### src/rtl/erbt_pkg.sv
// types, constants and codes shared by the exclusion region box test block
package erbt_pkg;

  // table geometry
  localparam int MAX_REGIONS = 64;
  localparam int IDX_W       = $clog2(MAX_REGIONS);
  localparam int CNT_W       = $clog2(MAX_REGIONS + 1);

  // coordinate formats, 4 fraction bits
  localparam int COORD_FRAC_BITS = 4;
  localparam int COORD_W         = 20;
  localparam int DBL_W           = COORD_W + 2;
  localparam int AP_W            = 16;
  localparam int MARGIN_W        = 12;
  localparam logic [MARGIN_W-1:0] MARGIN_RESET = MARGIN_W'(1 << COORD_FRAC_BITS);

  localparam logic signed [COORD_W-1:0] COORD_MIN = {1'b1, {(COORD_W-1){1'b0}}};
  localparam logic signed [COORD_W-1:0] COORD_MAX = {1'b0, {(COORD_W-1){1'b1}}};

  // configuration port
  localparam int PADDR_W = 3;
  localparam int PDATA_W = 32;
  localparam int REG_IDX_W = PADDR_W - 2;
  localparam logic [REG_IDX_W-1:0] REG_POINT_MARGIN = '0;

  // command queue
  localparam int QUEUE_DEPTH = 2;
  localparam int QPTR_W      = $clog2(QUEUE_DEPTH);
  localparam int QCNT_W      = $clog2(QUEUE_DEPTH + 1);

  typedef enum logic [1:0] {
    OP_CLEAR = 2'd0,
    OP_RECT  = 2'd1,
    OP_POINT = 2'd2,
    OP_QUERY = 2'd3
  } opcode_t;

  typedef struct packed {
    opcode_t                    opcode;
    logic signed [COORD_W-1:0]  x_a;
    logic signed [COORD_W-1:0]  y_a;
    logic signed [COORD_W-1:0]  x_b;
    logic signed [COORD_W-1:0]  y_b;
    logic [AP_W-1:0]            aperture;
  } in_item_t;

  typedef struct packed {
    logic             rejected;
    logic             table_full;
    logic [CNT_W-1:0] entry_count;
  } out_item_t;

  // one stored region, lower edges never above upper edges
  typedef struct packed {
    logic signed [COORD_W-1:0] left;
    logic signed [COORD_W-1:0] bottom;
    logic signed [COORD_W-1:0] right;
    logic signed [COORD_W-1:0] top;
  } region_t;

  // star aperture box in doubled units
  typedef struct packed {
    logic signed [DBL_W-1:0] x_lo;
    logic signed [DBL_W-1:0] x_hi;
    logic signed [DBL_W-1:0] y_lo;
    logic signed [DBL_W-1:0] y_hi;
  } star_box_t;

  // classified command handed from front to back
  typedef struct packed {
    opcode_t   op;
    region_t   rect;
    star_box_t box;
  } cmd_t;

  typedef enum logic {
    ST_IDLE = 1'b0,
    ST_SCAN = 1'b1
  } back_state_t;

endpackage

### src/rtl/erbt_cmd_queue.sv
// short command queue between the front end and the table engine
module erbt_cmd_queue (
  input  logic            clk,
  input  logic            rst_n,
  input  logic            push,
  input  erbt_pkg::cmd_t  push_cmd,
  output logic            full,
  input  logic            pop,
  output logic            not_empty,
  output erbt_pkg::cmd_t  head_cmd
);
  import erbt_pkg::*;

  cmd_t              slot_r [QUEUE_DEPTH];
  logic [QPTR_W-1:0] wr_ptr_r, wr_ptr_nxt;
  logic [QPTR_W-1:0] rd_ptr_r, rd_ptr_nxt;
  logic [QCNT_W-1:0] cnt_r, cnt_nxt;
  logic              do_push, do_pop;

  assign full      = (cnt_r == QCNT_W'(QUEUE_DEPTH));
  assign not_empty = (cnt_r != '0);
  assign head_cmd  = slot_r[rd_ptr_r];
  assign do_push   = push && !full;
  assign do_pop    = pop && not_empty;

  // pointer and fill count update
  always_comb begin
    wr_ptr_nxt = wr_ptr_r;
    rd_ptr_nxt = rd_ptr_r;
    cnt_nxt    = cnt_r;
    if (do_push) begin
      wr_ptr_nxt = (wr_ptr_r == QPTR_W'(QUEUE_DEPTH - 1)) ? '0 : wr_ptr_r + 1'b1;
    end
    if (do_pop) begin
      rd_ptr_nxt = (rd_ptr_r == QPTR_W'(QUEUE_DEPTH - 1)) ? '0 : rd_ptr_r + 1'b1;
    end
    if (do_push && !do_pop) begin
      cnt_nxt = cnt_r + 1'b1;
    end else if (do_pop && !do_push) begin
      cnt_nxt = cnt_r - 1'b1;
    end
  end

  always_ff @(posedge clk) begin
    if (!rst_n) begin
      wr_ptr_r <= '0;
      rd_ptr_r <= '0;
      cnt_r    <= '0;
    end else begin
      wr_ptr_r <= wr_ptr_nxt;
      rd_ptr_r <= rd_ptr_nxt;
      cnt_r    <= cnt_nxt;
    end
  end

  // payload slots
  always_ff @(posedge clk) begin
    if (do_push) begin
      slot_r[wr_ptr_r] <= push_cmd;
    end
  end

endmodule

### config.mk
export PLATFORM = sky130hd
export DESIGN_NAME = erbt_cmd_queue
export DESIGN_NICKNAME = d
export VERILOG_FILES = /design/src/rtl/erbt_pkg.sv /design/src/rtl/erbt_cmd_queue.sv
export SDC_FILE = /design/constraint.sdc
export NUM_CORES = 1
export LEC_CHECK = 0
export BUFFER_PORTS_ARGS = -buffer_cell sky130_fd_sc_hd__buf_2
export CELL_PAD_IN_SITES_DETAIL_PLACEMENT = 0
export CELL_PAD_IN_SITES_GLOBAL_PLACEMENT = 1
export CORE_MARGIN = 2
export CORE_UTILIZATION = 50
export CTS_BUF_LIST = sky130_fd_sc_hd__clkbuf_8
export DETAILED_ROUTE_END_ITERATION = 16
export PLACE_DENSITY_LB_ADDON = 0.1
export SLEW_MARGIN = 20
export SYNTH_ARGS = -nofsm -noshare
export SYNTH_HDL_FRONTEND = slang
export SYNTH_SLANG_ARGS = --single-unit
export TNS_END_PERCENT = 10
### constraint.sdc
create_clock -name clk -period 22.3 [get_ports clk]
set_clock_uncertainty 0.2 [all_clocks]
set_input_delay 3.345 -clock clk [delete_from_list [all_inputs] [get_ports clk]]
set_output_delay 3.345 -clock clk [all_outputs]
set_load 0.01 [all_outputs]
==> impl_metrics.yaml <==
timing:
  timing.final.hold_violations: 0
  final_critical_path_setup_slack_ns: 15.84
  finalSetupViolations: 0
  slew_violations: 0
  hold_slack_ns: 0.3506
  finalCritPeriodShare: 0.2895
  worst_margin_pin_slew_ns: 1.021
  slew_headroom: 0.3191
  grt_setup_unrepaired: "false"
  maxClockFrequency_mhz: 154.9
  setup_tns_ns: 0
  min_period_ns: 6.457
synth:
  post_syn_instances: 554
  synthesis.area_per_instance_sq_um: 23.30
  yosysWarnings: 0
  ys_types: 22
  yosysSeqAreaShare: 0.7988
  postSynthRegisterBits: 345
  number_of_nets_in_the_synthesized_netlist: 729
  mappedNetlistArea_sq_mm: 0.01291
setup_path:
  worstPathBufferInverterCount: 2
  cp_data_required_time_ns: 18.75
  timing.critical_path.from_type: "flip-flop"
  kind_of_cell_adding_the_most_delay_to_the_critical_path: "flip-flops"
  slowest_delay_ns: 1.02
  critPathKind: "flip-flop to output port"
  worst_setup_end_kind: "output port"
  cp_cell_sequence: "buf_6, mux2_2, buf_2"
  cell_with_the_largest_stage_delay_on_the_worst_path: "sky130_fd_sc_hd__dfxtp_4"
  cp.arrival_ns: 2.91
  worstPathMaxFanout: 75
power_and_ir_drop:
  sw_frac_of_total: 0.2748
  power.ir.vdd_worst_mv: 0.07151
  reg_power_frac: 0.484
  report.power.total_mw: 1.766
  cell_internal_pwr_mw: 1.281
  switching_power_uw: 485.4
  power_per_cell_area_mw_per_mm2: 111.1
  leakage_nw: 6.192
  pwr-share-comb: 0.259
  relative_contribution_of_the_clock_network_to_total_power: 0.257
floorplan:
  die-area_sq_mm: 0.02711
  core.rowCount: 58
  die_h_microns: 164.7
  core_area_sq_mm: 0.02525
  boundaryPins: 346
  chipWidth_microns: 164.7
  initial_utilization: 0.5110
detailed_routing:
  post_detailed_route_via_to_cell_ratio: 4.920
  post_drt_wl_per_cell_microns: 19.05
  detail_route.first_pass.iterations: 4
  route.final.wire_length_microns: 25130
  remaining_drc_errors: 0
  antenna_violating_nets_post_route: 0
  detailroute.via_count: 6490
  drtIter0Drc: 324
clocking:
  number_of_hold_buffers_added_after_cts: 0
  cts_resized: 0
  clock_tree.htree_level_count: 2
  cts_root_buffer: "sky130_fd_sc_hd__clkbuf_8"
  cts_post_setup_buffers_inserted: 0
  worstSkewPairLatency_ns: 0.55
  tritoncts: "yes"
  clk_pin_slew_ns: 0.06
  clock_path_buffers: 3
  sinks_on_clock_net: 345
  cts_buffers: 52
placed_design:
  gp_routability_congestion: 0.7835
  dp_hpwl_microns: 17000
  post-place-ws_ns: 15.95
  placed_insts: 1217
  place.port_buffers: 345
grt:
  grt_start_max_net_pins: 76
  grt_usage: 0.1766
  number_of_antenna_violations_at_the_first_check_in_global_routing: 9
  global_route_wire_length_before_repair_microns: 35830
  grt_pass1_vias: 6825
  globalRoute.totalOverflow: 0
layout:
  finalNetCount: 1116
  num-fill-cells: 1847
  post_route_cells_drive_above_1_share: 0.5967
  mostFrequentLayoutCells: "sky130_fd_sc_hd__buf_2 (345), sky130_fd_sc_hd__edfxtp_1 (340), sky130_fd_sc_hd__mux2_4 (100)"
  finalNonFillerCells: 1319
  layout_commonest_cell: "sky130_fd_sc_hd__buf_2"
  synthToLayoutAreaGrowth_pct: 23.15
flow_run:
  maxCapViolations: 0
worst_hold_path:
  min_path_type: "flip-flop to flip-flop"
status:
  outcome: "completed"
layout make-up:
class	count	area [sq um]	area share
timing repair buffer	352	1783	0.1122
multi-input combinational	188	2430	0.1529
tap	330	412.9	0.02598
inverter	2	7.507	0.0004723
clock buffer	54	743.2	0.04676
clock inverter	41	186.4	0.01173
sequential	345	10310	0.6489
antenna	7	17.52	0.001102
metal layers:
metal,global-route usage,up-vias,share of wire
met1,0.1948,3159,0.37
li1,-,3001,-
met4,0.07194,4,0.031
met3,0.07207,54,0.099
met5,0,-,0.00095
met2,0.3039,272,0.50
tightest hold or removal path, stage by stage (launching register included):
cell and delay, ns:
sky130_fd_sc_hd__dfxtp_1 0.34, sky130_fd_sc_hd__o21ai_0 0.09, sky130_fd_sc_hd__a21boi_1 0.07
through the flow:
| stage | instance area (sq um) | util |
|---|---|---|
| 2_1_floorplan | 12910 | - |
| 3_3_place_gp | 14940 | 0.5917 |
| 3_5_place_dp | 14940 | 0.5917 |
| 4_1_cts | 15870 | 0.6285 |
| 5_1_grt | 15890 | 0.6292 |
| 6_report | 15890 | 0.6294 |
worst paths after layout:
check        startpoint             end  slack [ns]  cells past startpoint
max           flip-flop    head_cmd[20]       15.84                      3
min            cnt_r[1]        cnt_r[1]        0.35                      2
max reg2reg    cnt_r[0]  slot_r[1][167]       18.78                      4
min reg2reg    cnt_r[1]        cnt_r[1]        0.35                      2
power by group through the flow:
stage | clock network [mW] | logic [mW] | registers [mW]
finish | 0.454 | 0.457 | 0.855
global route | 0.497 | 0.492 | 0.863
CTS | 0.471 | 0.466 | 0.856
floorplan | 0 | 0.324 | 0.862
global placement | 0 | 0.459 | 0.863
detailed placement | 0 | 0.465 | 0.870
Yosys cell counts:
| cell type | instances | area share |
|---|---|---|
| sky130_fd_sc_hd__dfxtp_1 | 5 | 0.0078 |
| sky130_fd_sc_hd__o21ai_0 | 1 | 0.00039 |
| sky130_fd_sc_hd__xnor2_1 | 2 | 0.0014 |
| sky130_fd_sc_hd__nand2b_1 | 1 | 0.00049 |
| sky130_fd_sc_hd__and2_1 | 3 | 0.0015 |
| sky130_fd_sc_hd__a21boi_1 | 1 | 0.00058 |
| sky130_fd_sc_hd__or2_2 | 1 | 0.00049 |
| sky130_fd_sc_hd__ha_1 | 1 | 0.00097 |
| sky130_fd_sc_hd__or3_1 | 1 | 0.00049 |
| sky130_fd_sc_hd__nor2_1 | 1 | 0.00029 |
| sky130_fd_sc_hd__a21boi_0 | 1 | 0.00058 |
| sky130_fd_sc_hd__o21a_1 | 1 | 0.00058 |
| sky130_fd_sc_hd__inv_1 | 2 | 0.00058 |
| sky130_fd_sc_hd__xor2_1 | 1 | 0.00068 |
| sky130_fd_sc_hd__nor3_2 | 1 | 0.00078 |
| sky130_fd_sc_hd__buf_6 | 12 | 0.010 |
| sky130_fd_sc_hd__edfxtp_1 | 340 | 0.79 |
| sky130_fd_sc_hd__mux2_2 | 70 | 0.061 |
| sky130_fd_sc_hd__o21ai_1 | 1 | 0.00039 |
| sky130_fd_sc_hd__and3_1 | 1 | 0.00049 |
| sky130_fd_sc_hd__mux2_4 | 100 | 0.12 |
| sky130_fd_sc_hd__buf_2 | 7 | 0.0027 |
kinds of logic after synthesis:
family	Yosys count	share of synthesized area
flops	345	0.7988
mux	170	0.1774
buf+inv	21	0.01377
xor+xnor	3	0.002036
fa+ha+maj	1	0.0009693
simple gates	9	0.004461
compound gates	5	0.002521
registers in the layout, summed over array words and instances, names as in the netlist, named ones only:
name / cells
rd_ptr_r: 1
wr_ptr_r: 1
slot_r: 340
cnt_r: 2
Power figures use the tool's default switching activity.
