**config.mk**
```make
export PLATFORM = sky130hd
export DESIGN_NAME = erbt_front
export DESIGN_NICKNAME = d
export VERILOG_FILES = /design/src/rtl/erbt_pkg.sv /design/src/rtl/erbt_front.sv
export SDC_FILE = /design/constraint.sdc
export NUM_CORES = 1
export LEC_CHECK = 0
export BUFFER_PORTS_ARGS = -buffer_cell sky130_fd_sc_hd__buf_2
export CAP_MARGIN = 5
export CORE_ASPECT_RATIO = 0.8
export CORE_MARGIN = 2
export CORE_UTILIZATION = 45
export DETAILED_ROUTE_END_ITERATION = 12
export PLACE_DENSITY = 0.72
export REMOVE_ABC_BUFFERS = 1
export SYNTH_ARGS = -nofsm -noshare
export SYNTH_HDL_FRONTEND = slang
export SYNTH_SLANG_ARGS = --single-unit
```
**constraint.sdc**
```tcl
create_clock -name vclk -period 11.7
set_input_delay 1.17 -clock vclk [all_inputs]
set_output_delay 1.17 -clock vclk [all_outputs]
set_load 0.01 [all_outputs]
```
**src/rtl/erbt_pkg.sv**
```systemverilog
// types, constants and codes shared by the exclusion region box test block
package erbt_pkg;

  // table geometry
  localparam int MAX_REGIONS = 64;
  localparam int IDX_W       = $clog2(MAX_REGIONS);
  localparam int CNT_W       = $clog2(MAX_REGIONS + 1);

  // coordinate formats, 4 fraction bits
  localparam int COORD_FRAC_BITS = 4;
  localparam int COORD_W         = 20;
  localparam int DBL_W           = COORD_W + 2;
  localparam int AP_W            = 16;
  localparam int MARGIN_W        = 12;
  localparam logic [MARGIN_W-1:0] MARGIN_RESET = MARGIN_W'(1 << COORD_FRAC_BITS);

  localparam logic signed [COORD_W-1:0] COORD_MIN = {1'b1, {(COORD_W-1){1'b0}}};
  localparam logic signed [COORD_W-1:0] COORD_MAX = {1'b0, {(COORD_W-1){1'b1}}};

  // configuration port
  localparam int PADDR_W = 3;
  localparam int PDATA_W = 32;
  localparam int REG_IDX_W = PADDR_W - 2;
  localparam logic [REG_IDX_W-1:0] REG_POINT_MARGIN = '0;

  // command queue
  localparam int QUEUE_DEPTH = 2;
  localparam int QPTR_W      = $clog2(QUEUE_DEPTH);
  localparam int QCNT_W      = $clog2(QUEUE_DEPTH + 1);

  typedef enum logic [1:0] {
    OP_CLEAR = 2'd0,
    OP_RECT  = 2'd1,
    OP_POINT = 2'd2,
    OP_QUERY = 2'd3
  } opcode_t;

  typedef struct packed {
    opcode_t                    opcode;
    logic signed [COORD_W-1:0]  x_a;
    logic signed [COORD_W-1:0]  y_a;
    logic signed [COORD_W-1:0]  x_b;
    logic signed [COORD_W-1:0]  y_b;
    logic [AP_W-1:0]            aperture;
  } in_item_t;

  typedef struct packed {
    logic             rejected;
    logic             table_full;
    logic [CNT_W-1:0] entry_count;
  } out_item_t;

  // one stored region, lower edges never above upper edges
  typedef struct packed {
    logic signed [COORD_W-1:0] left;
    logic signed [COORD_W-1:0] bottom;
    logic signed [COORD_W-1:0] right;
    logic signed [COORD_W-1:0] top;
  } region_t;

  // star aperture box in doubled units
  typedef struct packed {
    logic signed [DBL_W-1:0] x_lo;
    logic signed [DBL_W-1:0] x_hi;
    logic signed [DBL_W-1:0] y_lo;
    logic signed [DBL_W-1:0] y_hi;
  } star_box_t;

  // classified command handed from front to back
  typedef struct packed {
    opcode_t   op;
    region_t   rect;
    star_box_t box;
  } cmd_t;

  typedef enum logic {
    ST_IDLE = 1'b0,
    ST_SCAN = 1'b1
  } back_state_t;

endpackage

```
**src/rtl/erbt_front.sv**
```systemverilog
// front end: accepts items and turns them into ready-to-run commands
module erbt_front (
  input  erbt_pkg::in_item_t              in_item,
  input  logic [erbt_pkg::MARGIN_W-1:0]   point_margin,
  output erbt_pkg::cmd_t                  cmd
);
  import erbt_pkg::*;

  logic signed [COORD_W:0] margin_ext;
  logic signed [COORD_W:0] px_lo_w, px_hi_w, py_lo_w, py_hi_w;
  logic signed [DBL_W-1:0] x2, y2, ap_ext;
  region_t                 rect_region, point_region;

  // clamp a one-bit-wider value to the coordinate range
  function automatic logic signed [COORD_W-1:0] sat_coord(input logic signed [COORD_W:0] v);
    logic signed [COORD_W-1:0] r;
    if (v[COORD_W] != v[COORD_W-1]) begin
      r = v[COORD_W] ? COORD_MIN : COORD_MAX;
    end else begin
      r = v[COORD_W-1:0];
    end
    return r;
  endfunction

  // rectangle with corners ordered per axis
  always_comb begin
    rect_region.left   = (in_item.x_a <= in_item.x_b) ? in_item.x_a : in_item.x_b;
    rect_region.right  = (in_item.x_a <= in_item.x_b) ? in_item.x_b : in_item.x_a;
    rect_region.bottom = (in_item.y_a <= in_item.y_b) ? in_item.y_a : in_item.y_b;
    rect_region.top    = (in_item.y_a <= in_item.y_b) ? in_item.y_b : in_item.y_a;
  end

  // square around a bad point, saturated
  assign margin_ext = $signed({{(COORD_W+1-MARGIN_W){1'b0}}, point_margin});
  assign px_lo_w = {in_item.x_a[COORD_W-1], in_item.x_a} - margin_ext;
  assign px_hi_w = {in_item.x_a[COORD_W-1], in_item.x_a} + margin_ext;
  assign py_lo_w = {in_item.y_a[COORD_W-1], in_item.y_a} - margin_ext;
  assign py_hi_w = {in_item.y_a[COORD_W-1], in_item.y_a} + margin_ext;

  always_comb begin
    point_region.left   = sat_coord(px_lo_w);
    point_region.right  = sat_coord(px_hi_w);
    point_region.bottom = sat_coord(py_lo_w);
    point_region.top    = sat_coord(py_hi_w);
  end

  // star box in doubled units, exact
  assign x2     = {in_item.x_a[COORD_W-1], in_item.x_a, 1'b0};
  assign y2     = {in_item.y_a[COORD_W-1], in_item.y_a, 1'b0};
  assign ap_ext = $signed({{(DBL_W-AP_W){1'b0}}, in_item.aperture});

  // command assembly
  always_comb begin
    cmd.op       = in_item.opcode;
    cmd.rect     = (in_item.opcode == OP_POINT) ? point_region : rect_region;
    cmd.box.x_lo = x2 - ap_ext;
    cmd.box.x_hi = x2 + ap_ext;
    cmd.box.y_lo = y2 - ap_ext;
    cmd.box.y_hi = y2 + ap_ext;
  end

endmodule

```
==> flow_summary.json, run 1 <==
{
  "status": "finished, final reports clean",
  "layout-drive-gt1-share": 0.211,
  "final_cell_mix": "280 x buf_2, 154 x ha_1, 144 x a21oi_1",
  "postCtsSetupBuffers": 0,
  "setup_viol": 0,
  "irDropWorstVdd_v": 0.0000409,
  "stdcell_area_sq_mm": 0.0104,
  "hold_class": "in -> out",
  "final.period_utilization": 0.575,
  "yosys-top-cells-area": "ha_1 21%, xnor2_1 8.4%, a21oi_1 8.0%, nor2_1 6.0%, inv_1 5.0%",
  "rsz0062_at_grt": "false",
  "yosysTopAreaCell": "ha_1",
  "syn_inst": 1330,
  "fin_tns_setup_ns": 0,
  "nFillCells": 2029,
  "crit_type": "in -> out",
  "cts_hold_buf": 0,
  "worst_pin_slew_ns": 0.858,
  "seq_cell_count": 0,
  "max_slew_margin": 0.426,
  "start_util": 0.457,
  "drv_slew": 0,
  "routedWlPerCell_microns": 17.7,
  "powerDensity_mw_per_mm2": 64.5,
  "numPortBuffers": 280,
  "die_area_sq_mm": 0.0212,
  "synth_top_cell_area_share": 0.214,
  "cp.required_ns": 10.53,
  "final_common_cell": "buf_2",
  "grt_pass1_wl_microns": 48700,
  "place_congestion": 0.950,
  "worst-path-max-fanout": 22,
  "ys_types": 79,
  "fp-row-count": 46,
  "synth.avg_cell_area_sq_um": 6.78,
  "synth_warnings": 0,
  "ios": 280,
  "syn2layout_area_growth_pct": 15.5,
  "grt_pass1_vias": 9348,
  "finalPower_uw": 672,
  "grt_max_degree": 79,
  "critPathLaunchType": "input port",
  "period_minus_slack_ns": 6.73,
  "die_w_microns": 162,
  "synth-seq-area-share": 0,
  "fmax_mhz": 149,
  "critPathCaptureType": "primary output",
  "vias": 10320,
  "drc": 0,
  "dr.pass1.iters": 5,
  "p_leak_uw": 0.00517,
  "arrival_ns": 5.56,
  "max-cap-violations": 0,
  "final_hold_viol_count": 0,
  "ant_nets": 0,
  "synth_area_sq_mm": 0.00902,
  "drtIter0Drc": 809,
  "ctsResizeCount": 0,
  "nClkBuffers": 0,
  "vias_per_cell": 5.75,
  "antenna_found_initial": 2,
  "totalWireLength_microns": 31700,
  "dpl.hpwl_microns": 26200,
  "grt_overflow": 0,
  "seq_area_sq_um": 0,
  "core_sq_mm": 0.0197,
  "nets": 1802,
  "place_area_sq_mm": 0.0104,
  "grtUsageTotal": 0.281,
  "fp.dieH_microns": 131
}
area by class of cell:
cell class,count,area (sq um),area share
Timing Repair Buffer,285,1440,0.138
Inverter,120,450,0.0432
Multi-Input combinational cell,1123,8190,0.786
Tap cell,264,330,0.0317
Antenna cell,2,5.00,0.000480
cell usage after synthesis, types with 7 or more instances:
| master | number |
|---|---|
| o21ai_0 | 66 |
| a211o_1 | 9 |
| xnor2_1 | 87 |
| o211ai_1 | 9 |
| a2bb2oi_1 | 15 |
| o22ai_1 | 14 |
| nor3_1 | 41 |
| a21oi_1 | 144 |
| xor2_1 | 35 |
| or2_2 | 9 |
| nor4_1 | 7 |
| clkbuf_1 | 56 |
| o21bai_1 | 16 |
| fa_1 | 8 |
| nor2b_1 | 25 |
| nand2b_1 | 25 |
| mux2i_1 | 36 |
| a22oi_1 | 7 |
| o31ai_1 | 9 |
| and3_1 | 11 |
| a21o_1 | 16 |
| buf_4 | 7 |
| or3_1 | 11 |
| a31oi_1 | 13 |
| o21a_1 | 20 |
| nand4_1 | 14 |
| nand3_1 | 19 |
| nor2_1 | 143 |
| ha_1 | 154 |
| buf_2 | 17 |
| inv_1 | 120 |
| a211oi_1 | 16 |
| nand2_1 | 57 |
worst max-delay path, cell delays in order:
cell	delay [ns]
buf_2	0.19
inv_1	0.19
ha_1	0.34
nor2b_1	0.05
o21a_1	0.18
o311ai_1	0.34
a21oi_1	0.20
a221oi_2	0.37
o21ai_0	0.29
nand3_1	0.18
xnor2_1	0.09
ha_1	0.58
inv_1	0.24
o21ai_0	0.10
a41oi_1	0.51
o21ai_0	0.21
o311a_1	0.17
buf_2	0.14
metrics by stage:
step	std cells	util	hold WS, ns	setup slack (ns)
6_report	1794	0.528	2.57	4.97
2_1_floorplan	1243	-	2.34	3.35
3_5_place_dp	1792	0.527	2.57	5.06
3_3_place_gp	1792	0.527	2.57	5.21
4_1_cts	1792	0.527	2.57	5.04
5_1_grt	1794	0.528	2.59	4.54
kinds of logic after synthesis:
group / after synthesis / synth area share
AOI/OAI and AO/OA: 410 / 0.299
and+or+nand+nor: 392 / 0.214
buffers and inverters: 207 / 0.0945
adders and majority gates: 162 / 0.231
xor gates and xnor gates: 123 / 0.121
muxes: 36 / 0.0399
layer usage:
| metal | share of wire | global-route usage | vias up |
|---|---|---|---|
| li1 | - | - | 5078 |
| met1 | 0.47 | 0.405 | 4736 |
| met2 | 0.43 | 0.464 | 469 |
| met3 | 0.086 | 0.0281 | 37 |
| met4 | 0.013 | 0.0390 | 0 |
| met5 | 0 | 0 | - |
power breakdown:
| group | internal, uW | leakage [uW] | switching, uW |
|---|---|---|---|
| Combinational | 272 | 0.00517 | 400 |
| Sequential | 0 | 0 | 0 |
| Clock | 0.0000229 | 0.0000000127 | 0 |
path summary, 6_finish.rpt:
path                  slack (ns)       startpoint  endpoint  cells past startpoint
worst max-delay path        4.97  point_margin[1]   cmd[95]                     18
worst min-delay path        2.57      in_item[97]  cmd[169]                      2
No activity file was read; power rests on OpenSTA's default activity.
==> inputs of run 2 (changes only) <==
Clock period 11.7 ns to 6.75 ns, I/O delays scaled along.
==> flow_summary.json, run 2 (synthesis results as in run 1) <==
{
  "critPathLaunchType": "input port",
  "finalPower_uw": 1170,
  "place_area_sq_mm": 0.0104,
  "power_switching_uw": 695,
  "combPwrFrac": 1.000,
  "totalWireLength_microns": 31800,
  "stdcell_area_sq_mm": 0.0104,
  "core_sq_mm": 0.0197,
  "layout-drive-gt1-share": 0.211,
  "setup_viol": 0,
  "grtUsageTotal": 0.283,
  "switching_share": 0.595,
  "ctsResizeCount": 0,
  "grt_pass1_wl_microns": 48700,
  "ant_nets": 0,
  "arrival_ns": 5.21,
  "start_util": 0.457,
  "nets": 1802,
  "vias_per_cell": 5.71,
  "final_hold_viol_count": 0,
  "grt_max_degree": 79,
  "grt_overflow": 0,
  "fp-row-count": 46,
  "crit_type": "in -> out",
  "dr.pass1.iters": 5,
  "die_area_sq_mm": 0.0212,
  "seq_cell_count": 0,
  "timing.hold.ws_ns": 1.58,
  "hold_class": "in -> out",
  "worst_pin_slew_ns": 0.896,
  "rsz0062_at_grt": "false",
  "irDropWorstVdd_v": 0.0000620,
  "numPortBuffers": 280,
  "max-cap-violations": 0,
  "fmax_mhz": 170,
  "nFillCells": 2028,
  "p_leak_uw": 0.00517,
  "placedCellCount": 1792,
  "powerDensity_mw_per_mm2": 112,
  "drtIter0Drc": 800,
  "place_congestion": 0.949,
  "postCtsSetupBuffers": 0,
  "drv_slew": 0,
  "seq_area_sq_um": 0,
  "die_w_microns": 162,
  "final_common_cell": "buf_2",
  "final.period_utilization": 0.871,
  "multi_input_area_sq_mm": 0.00819,
  "syn2layout_area_growth_pct": 15.4,
  "seqPwrFrac": 0,
  "routedWlPerCell_microns": 17.7,
  "worst-path-max-fanout": 22,
  "nClkBuffers": 0,
  "ios": 280,
  "drc": 0,
  "period_minus_slack_ns": 5.88,
  "vias": 10245,
  "p_clk_frac": 0,
  "cts_hold_buf": 0,
  "fin_cells": 1793,
  "cp.required_ns": 6.07,
  "grt_pass1_vias": 9285,
  "antenna_found_initial": 1,
  "final_cell_mix": "280 x buf_2, 154 x ha_1, 144 x a21oi_1",
  "dpl.hpwl_microns": 26300,
  "critPathCaptureType": "primary output",
  "fp.dieH_microns": 131,
  "max_slew_margin": 0.401,
  "internal_power_uw": 472,
  "status": "finished, final reports clean"
}
[run 2: cell types whose count changed in the layout (fill, tap and decap cells not counted)]
| cell | change |
|---|---|
| diode_2 | -1 |
[run 2: layout make-up]
cell class         instances  share of cell area
multi-input cells       1123               0.787
inverters                120              0.0433
well taps                264              0.0317
diodes                     1            0.000240
repair buffers           285               0.138
[run 2: power by group through the flow]
stage | clock (uW) | sequential [uW] | combinational, uW
after floorplan | 0 | 0 | 743
after global placement | 0 | 0 | 1140
after detailed placement | 0 | 0 | 1150
after CTS | 0 | 0 | 1150
after global routing | 0.0000198 | 0 | 1280
final | 0.0000198 | 0 | 1170
[run 2: worst max-delay path: stages]
cell	delay (ns)
buf_2	0.16
inv_1	0.26
ha_1	0.31
nor2b_1	0.12
o21a_1	0.14
o311ai_1	0.11
a21oi_1	0.30
a221oi_2	0.13
o21ai_0	0.54
nand3_1	0.17
xnor2_1	0.18
ha_1	0.63
inv_1	0.28
o21ai_0	0.10
a41oi_1	0.54
nor3b_1	0.29
a21oi_1	0.08
buf_2	0.19
[run 2: metrics by stage]
step           setup TNS, ns  utilization  setup slack [ns]
2_1_floorplan         -13.04            -            -0.608
3_3_place_gp               0        0.527              1.25
3_5_place_dp               0        0.527              1.05
4_1_cts                    0        0.527              1.04
5_1_grt                    0        0.528             0.576
6_report                   0        0.528             0.868
[run 2: path summary, 6_finish.rpt]
path	from	endpoint	slack [ns]	depth (start not counted)
max	point_margin[1]	cmd[101]	0.87	18
min	in_item[97]	cmd[169]	1.58	2
[run 2: layer usage]
metal | wire length, microns | up-vias | GRT usage
li1 | - | 5096 | -
met1 | 14900 | 4681 | 0.414
met2 | 13900 | 441 | 0.469
met3 | 2590 | 27 | 0.0215
met4 | 388 | 0 | 0.0349
met5 | 0 | - | 0
